## config.mk

```make
export PLATFORM = sky130hd
export DESIGN_NAME = jpeg_dqt_segment_parser
export DESIGN_NICKNAME = d
export VERILOG_FILES = /design/src/sv/jdqt_pkg.sv /design/src/sv/jpeg_dqt_segment_parser.sv
export SDC_FILE = /design/constraint.sdc
export NUM_CORES = 1
export LEC_CHECK = 0
export ABC_AREA = 0
export BUFFER_PORTS_ARGS = -buffer_cell sky130_fd_sc_hd__buf_4
export CORE_UTILIZATION = 25
export DETAILED_ROUTE_END_ITERATION = 12
export PLACE_DENSITY = 0.46
export SKIP_CTS_REPAIR_TIMING = 1
export SYNTH_ARGS = -nofsm -noshare
export SYNTH_HDL_FRONTEND = slang
export SYNTH_SLANG_ARGS = --single-unit
```

## constraint.sdc

```tcl
create_clock -name clk -period 3.7 [get_ports clk]
set_clock_uncertainty 0.1 [all_clocks]
set_input_delay 0 -clock clk [delete_from_list [all_inputs] [get_ports clk]]
set_output_delay 0 -clock clk [all_outputs]
set_load 0.02 [all_outputs]
```

## src/sv/jdqt_pkg.sv

```systemverilog
// Shared constants and codes for the JPEG quantization-table segment parser.
`default_nettype none

package jdqt_pkg;

  // Table geometry.
  localparam int TABLE_ENTRIES = 64;
  localparam int NUM_TABLES    = 4;
  localparam int HEADER_BYTES  = 3;

  // Field widths that follow from the table geometry.
  localparam int IDX_W = $clog2(TABLE_ENTRIES);
  localparam int TID_W = $clog2(NUM_TABLES);

  // Smallest legal segment length for 8-bit and 16-bit tables.
  localparam logic [15:0] NEED_NARROW = 16'(HEADER_BYTES + TABLE_ENTRIES);
  localparam logic [15:0] NEED_WIDE   = 16'(HEADER_BYTES + 2 * TABLE_ENTRIES);

  // Input command codes.
  typedef enum logic {
    CMD_BYTE  = 1'b0,
    CMD_CLEAR = 1'b1
  } cmd_t;

  // Error codes reported on the byte that caused the error.
  typedef enum logic [2:0] {
    ERR_NONE        = 3'd0,
    ERR_PRECISION   = 3'd1,
    ERR_DESTINATION = 3'd2,
    ERR_DUPLICATE   = 3'd3,
    ERR_SHORT       = 3'd4
  } err_t;

endpackage

`default_nettype wire

```

## src/sv/jpeg_dqt_segment_parser.sv

```systemverilog
// Top level of the JPEG quantization-table (DQT) segment parser.
// The parser takes one segment byte per transfer, starting at the two-byte
// big-endian length, and returns exactly one result per input transfer:
// a completed table entry (table, index, value), the end-of-segment flag,
// an error code on the byte that raised it, and the halted flag. Every
// input transfer is handled by the combinational parse logic, and its
// result is registered in one output register, so the block sustains
// one byte per clock as long as the output side does not stall. While that
// register holds a result that is stalled, the input is stalled too; a
// result taken in the same cycle frees it for the next byte. After an error
// all bytes give an empty result with halted set until a clear command,
// which also marks every table empty.
`default_nettype none

module jpeg_dqt_segment_parser (
  input  wire logic                      clk,
  input  wire logic                      rst,
  // Input channel.
  input  wire logic                      in_valid,
  output logic                           in_stall,
  input  wire logic                      command,
  input  wire logic [7:0]                data_byte,
  // Result channel.
  output logic                           out_valid,
  input  wire logic                      out_stall,
  output logic                           entry_valid,
  output logic [jdqt_pkg::TID_W-1:0]     table_id,
  output logic [jdqt_pkg::IDX_W-1:0]     entry_index,
  output logic [15:0]                    entry_value,
  output logic                           segment_done,
  output jdqt_pkg::err_t                 error_code,
  output logic                           halted
);

  import jdqt_pkg::*;

  typedef enum logic [2:0] {
    PH_LEN_HI  = 3'd0,
    PH_LEN_LO  = 3'd1,
    PH_HEADER  = 3'd2,
    PH_ENTRIES = 3'd3,
    PH_SKIP    = 3'd4
  } phase_t;

  localparam logic [IDX_W:0] LAST_NARROW = (IDX_W + 1)'(TABLE_ENTRIES - 1);
  localparam logic [IDX_W:0] LAST_WIDE   = (IDX_W + 1)'(2 * TABLE_ENTRIES - 1);

  // Parse state.
  phase_t              phase, phase_next;
  logic [15:0]         segment_length, segment_length_next;
  logic [15:0]         bytes_seen, bytes_seen_next;
  logic [7:0]          pending_high_byte, pending_high_byte_next;
  logic                wide_entries, wide_entries_next;
  logic [TID_W-1:0]    current_table, current_table_next;
  logic [NUM_TABLES-1:0] tables_loaded, tables_loaded_next;
  logic                error_halt, error_halt_next;

  // Result of the byte being accepted.
  logic                res_entry_valid;
  logic [TID_W-1:0]    res_table_id;
  logic [IDX_W-1:0]    res_entry_index;
  logic [15:0]         res_entry_value;
  logic                res_segment_done;
  err_t                res_error_code;

  // Header and entry decode.
  logic [3:0]          prec;
  logic [3:0]          dest;
  logic [IDX_W:0]      entry_pos;
  logic [IDX_W:0]      entry_last;
  logic                accept;

  // The output register frees up when empty or when its result is taken.
  assign in_stall = out_valid & out_stall;
  assign accept   = in_valid & ~in_stall;

  assign prec       = data_byte[7:4];
  assign dest       = data_byte[3:0];
  assign entry_pos  = (IDX_W + 1)'(bytes_seen - 16'(HEADER_BYTES));
  assign entry_last = wide_entries ? LAST_WIDE : LAST_NARROW;

  // Next state and result for one segment byte or command.
  always_comb begin
    phase_next             = phase;
    segment_length_next    = segment_length;
    bytes_seen_next        = bytes_seen;
    pending_high_byte_next = pending_high_byte;
    wide_entries_next      = wide_entries;
    current_table_next     = current_table;
    tables_loaded_next     = tables_loaded;
    error_halt_next        = error_halt;

    res_entry_valid  = 1'b0;
    res_table_id     = '0;
    res_entry_index  = '0;
    res_entry_value  = '0;
    res_segment_done = 1'b0;
    res_error_code   = ERR_NONE;

    if (command == CMD_CLEAR) begin
      phase_next             = PH_LEN_HI;
      segment_length_next    = '0;
      bytes_seen_next        = '0;
      pending_high_byte_next = '0;
      wide_entries_next      = 1'b0;
      current_table_next     = '0;
      tables_loaded_next     = '0;
      error_halt_next        = 1'b0;
    end else if (!error_halt) begin
      case (phase)
        PH_LEN_HI: begin
          pending_high_byte_next = data_byte;
          bytes_seen_next        = 16'd1;
          phase_next             = PH_LEN_LO;
        end
        PH_LEN_LO: begin
          segment_length_next = {pending_high_byte, data_byte};
          bytes_seen_next     = 16'd2;
          phase_next          = PH_HEADER;
        end
        PH_HEADER: begin
          // Checks in priority order; the first failing one wins.
          if (prec > 4'd1) begin
            res_error_code = ERR_PRECISION;
          end else if (dest >= 4'(NUM_TABLES)) begin
            res_error_code = ERR_DESTINATION;
          end else if (tables_loaded[dest[TID_W-1:0]]) begin
            res_error_code = ERR_DUPLICATE;
          end else if (segment_length < (prec[0] ? NEED_WIDE : NEED_NARROW)) begin
            res_error_code = ERR_SHORT;
          end

          if (res_error_code != ERR_NONE) begin
            error_halt_next = 1'b1;
          end else begin
            tables_loaded_next[dest[TID_W-1:0]] = 1'b1;
            wide_entries_next  = prec[0];
            current_table_next = dest[TID_W-1:0];
            bytes_seen_next    = 16'(HEADER_BYTES);
            phase_next         = PH_ENTRIES;
          end
        end
        PH_ENTRIES: begin
          bytes_seen_next = bytes_seen + 16'd1;
          if (wide_entries && !entry_pos[0]) begin
            pending_high_byte_next = data_byte;
          end else begin
            res_entry_valid = 1'b1;
            res_table_id    = current_table;
            if (wide_entries) begin
              res_entry_index = entry_pos[IDX_W:1];
              res_entry_value = {pending_high_byte, data_byte};
            end else begin
              res_entry_index = entry_pos[IDX_W-1:0];
              res_entry_value = {8'd0, data_byte};
            end
          end
          // After the last entry byte, finish or skip to the length.
          if (entry_pos >= entry_last) begin
            if (bytes_seen_next == segment_length) begin
              res_segment_done = 1'b1;
              phase_next       = PH_LEN_HI;
            end else begin
              phase_next = PH_SKIP;
            end
          end
        end
        PH_SKIP: begin
          bytes_seen_next = bytes_seen + 16'd1;
          if (bytes_seen_next == segment_length) begin
            res_segment_done = 1'b1;
            phase_next       = PH_LEN_HI;
          end
        end
        default: begin
          phase_next             = PH_LEN_HI;
          segment_length_next    = '0;
          bytes_seen_next        = '0;
          pending_high_byte_next = '0;
          wide_entries_next      = 1'b0;
          current_table_next     = '0;
        end
      endcase
    end
  end

  // State and output register, both loaded on an input transfer.
  always_ff @(posedge clk) begin
    if (rst) begin
      phase             <= PH_LEN_HI;
      segment_length    <= '0;
      bytes_seen        <= '0;
      pending_high_byte <= '0;
      wide_entries      <= 1'b0;
      current_table     <= '0;
      tables_loaded     <= '0;
      error_halt        <= 1'b0;
      out_valid         <= 1'b0;
    end else begin
      if (accept) begin
        phase             <= phase_next;
        segment_length    <= segment_length_next;
        bytes_seen        <= bytes_seen_next;
        pending_high_byte <= pending_high_byte_next;
        wide_entries      <= wide_entries_next;
        current_table     <= current_table_next;
        tables_loaded     <= tables_loaded_next;
        error_halt        <= error_halt_next;
        out_valid         <= 1'b1;
      end else if (!out_stall) begin
        out_valid <= 1'b0;
      end
    end
  end

  // Result payload needs no reset.
  always_ff @(posedge clk) begin
    if (accept) begin
      entry_valid  <= res_entry_valid;
      table_id     <= res_table_id;
      entry_index  <= res_entry_index;
      entry_value  <= res_entry_value;
      segment_done <= res_segment_done;
      error_code   <= res_error_code;
      halted       <= error_halt_next;
    end
  end

endmodule

`default_nettype wire

```

==> summary.md <==
| Metric | Value |
|---|---|
| CTS buffer count | `9` |
| R2R depth | `7` |
| Via/cell ratio | `between 4 and 5` |
| Synth Net Count | `around 520` |
| Crit. Startpoint | `bytes_seen[0]$_SDFFE_PP0P_` |
| Total gr overflow | `0` |
| Clk slew on worst S/H paths | `0.07 ns` |
| Global-route wire length before repair | `19700 um` |
| Reg2reg end | `segment_done$_SDFFCE_PP0P_` |
| Largest cells by area after synthesis | `dfxtp_1 23%, edfxtp_1 20%, a21oi_1 5.7%` |
| Failing checks | `hold timing` |
| Top delay family on crit path | `simple AND/OR/NAND/NOR gates` |
| Sequential element share of the synthesized area | `0.435` |
| Chip width | `~140 um` |
| CP most frequent cell | `nand4_2` |
| Global Route Usage Sum | `0.140` |
| CP cell instances | `ha_1 -> nand4_2 -> or4_1 -> a32o_1 -> a32oi_2 -> nand4_2 -> a2111oi_2` |
| Largest stage delay, worst path | `around 0.6 ns` |
| FF+latch count, synth | `82` |
| Clk sinks | `82` |
| Setup Viol. Count Final | `0` |
| Routed wire length | `12200 um` |
| Largest net degree at the start of global routing | `52` |
| Top FF cell, synth | `dfxtp_1` |
| FMAX | `around 330 MHz` |
| Fin crit share | `0.811` |
| Die height | `136 um` |
| Crit Path Class | `reg -> reg` |
| Hold depth | `3` |
| Reg2reg start | `bytes_seen[0]$_SDFFE_PP0P_` |
| Synth Cell Area | `~4500 um^2` |
| Worst setup EP type | `flop` |
| Syn Inst Count | `503` |
| MaxCap Viol Count | `0` |
| Gpl congestion | `0.808` |
| Core footprint | `approximately 17000 um^2` |
| Flop2flop setup slack | `between 0.7 and 0.8 ns` |
| Vias in the first global route | `between 3000 and 4000` |
| Max FO, Critical Path | `14` |
| Hold WS | `-0.00751 ns` |
| Clock latency on the worst-skew pair | `0.35 ns` |
| Top-area cell type share of the netlist area | `0.233` |
| Cell Rows | `48` |
| Post-route ant nets | `0` |
| # DRC | `0` |
| Unique cell type count in the Yosys netlist | `73` |
| Slew Limit Fails | `0` |
| Proportion of layout cells with a drive suffix above 1 | `0.163` |
| Slowest CP cell | `dfxtp_1` |
| Hold path endpoint | `entry_value[4]$_SDFFCE_PP0P_` |
| Peak supply drop | `around 0.00022 V` |
| Initial Util | `0.257` |
| Non-Filler Instances | `770` |
| CP arrival | `3.05 ns` |
| Startpoint types | `flop` |
| Hold path start | `data_byte[4]` |
| Ys Warns | `0` |
| Setup_tns | `0 ns` |
| Buffers on Ports | `44` |
| Worst Path Buf+Inv | `0` |
| CTS tree | `built` |
| Max_slew headroom | `0.135` |
| Clock tree buffer depth | `2` |
| DR vias | `3831` |
| Critical Path RT | `3.75 ns` |
| Placed Cells | `744` |
| Min cycle time layout | `3.00 ns` |
| Commonest non-fill, non-tap cells in the layout | `55 x nor2_1, 54 x nand2_1, 52 x dfxtp_1` |
| H-tree depth | `3` |
| Initial antenna violation count | `0` |
| Mean area per synthesized cell | `8.87 um^2` |
| Asr flop ratio synth | `0` |
| Final net count | `558` |
| # IOs | `45` |
| DR WL/cell | `15.8 um` |
| Initial drt markers | `263` |
| Run status | `finished with violations` |
| Worst Max-Slew Pin Slew | `1.29 ns` |
| Leakage Power | `1.84 nW` |
| Number of synthesized flops with an enable pin | `30` |
| Commonest non-fill, non-tap cell in the layout | `nor2_1` |
| PwrDens | `380 nW/um^2` |
| Area grow syn2layout | `19.0%` |
| Root Driver | `clkbuf_16` |
| Yosys top cell by area | `dfxtp_1` |
| Detailed Routing Iterations Pass 1 | `4` |
| RSZ-0062 raised after global routing | `no` |
| Class of the tightest hold or removal check | `in -> reg` |
| Ant diodes | `0` |
| Final hold vios | `1` |
| Dpl hpwl | `roughly 8500 um` |
| Die area | `around 18000 um^2` |
-- sequential cells by signal, summed over array words and instances, names as in the netlist, 2 cells and up --
signal and count:
entry_index 6, current_table 2, tables_loaded 4, error_code 3, pending_high_byte 8, segment_length 16, phase 3, entry_value 16
table_id 2, bytes_seen 16
-- report_power, final --
group          total [W]  switching, W  internal (W)
clock           0.000858      0.000395      0.000463
combinational   0.000187      0.000120     0.0000671
sequential      0.000974     0.0000173      0.000957
-- Yosys cell counts, types with 3 or more instances --
master     count
nand4_1        4
dfxtp_1       52
a211oi_1       8
a21oi_1       51
or3_1         11
o2111ai_1      7
clkbuf_1      16
xor2_1         6
and2_1        13
nand2b_1       8
mux2i_1        4
buf_2          7
and3_1        12
xnor2_1       14
a311oi_1       5
o21ai_0       10
nor4_1         3
nand2_1       54
nor3_1        14
nand3_1       21
nor3b_1        5
nor2_1        55
o21ai_1       13
inv_1          7
o211ai_1       3
edfxtp_1      30
ha_1           5
nand3b_1       4
-- worst register-to-register path: cells and delay by family (launching register included) --
family,cells,cell delay (ns)
flip-flops,1,0.59
AO/OA/AOI/OAI,3,0.75
AND/OR/NAND/NOR,3,0.88
adder cells (fa/ha/maj),1,0.47
-- cell families after synthesis --
group | after synthesis | synth area share
simple gates | 233 | 0.277
compound gates | 119 | 0.177
flops | 82 | 0.435
buf+inv | 39 | 0.0443
xor+xnor | 20 | 0.0392
mux | 5 | 0.0140
fa+ha+maj | 5 | 0.0140
-- cell type report --
type,count,area [um^2]
Multi-Input combinational cell,382,2320
Inverter,8,30.0
Fill cell,1830,12000
Timing Repair Buffer,57,453
Sequential cell,82,1940
Clock buffer,10,229
Clock inverter,6,52.6
Tap cell,225,282
-- worst max path at each step --
stage,endpoint,slack (ns),depth (start not counted)
after floorplan,segment_done$_SDFFCE_PP0P_,1.21,8
after global placement,segment_done$_SDFFCE_PP0P_,0.78,7
after detailed placement,segment_done$_SDFFCE_PP0P_,0.74,7
after CTS,segment_done$_SDFFCE_PP0P_,0.71,7
after global routing,segment_done$_SDFFCE_PP0P_,0.53,7
final,segment_done$_SDFFCE_PP0P_,0.70,7
-- stage by stage --
| stage | hold slack, ns | power (W) | setup WS [ns] | utilization | area (um^2) |
|---|---|---|---|---|---|
| final | -0.00751 | 0.00202 | 0.701 | 0.306 | 5310 |
| after global routing | 0.00197 | 0.00210 | 0.531 | 0.306 | 5310 |
| after CTS | -0.232 | 0.00203 | 0.705 | 0.300 | 5210 |
| after detailed placement | 0.127 | 0.00117 | 0.736 | 0.284 | 4930 |
| after global placement | 0.122 | 0.00117 | 0.780 | 0.284 | 4930 |
| after floorplan | 0.0207 | 0.00110 | 1.21 | - | 4460 |
-- per-layer routing --
metal  vias to the layer above  global-route usage  part of all wire
met3                        10              0.0292             0.046
met4                         0              0.0412             0.012
met1                      1835               0.197              0.51
met5                         -                   0                 0
li1                       1905                   -                 -
met2                        81               0.214              0.44
Power figures use the tool's default switching activity.
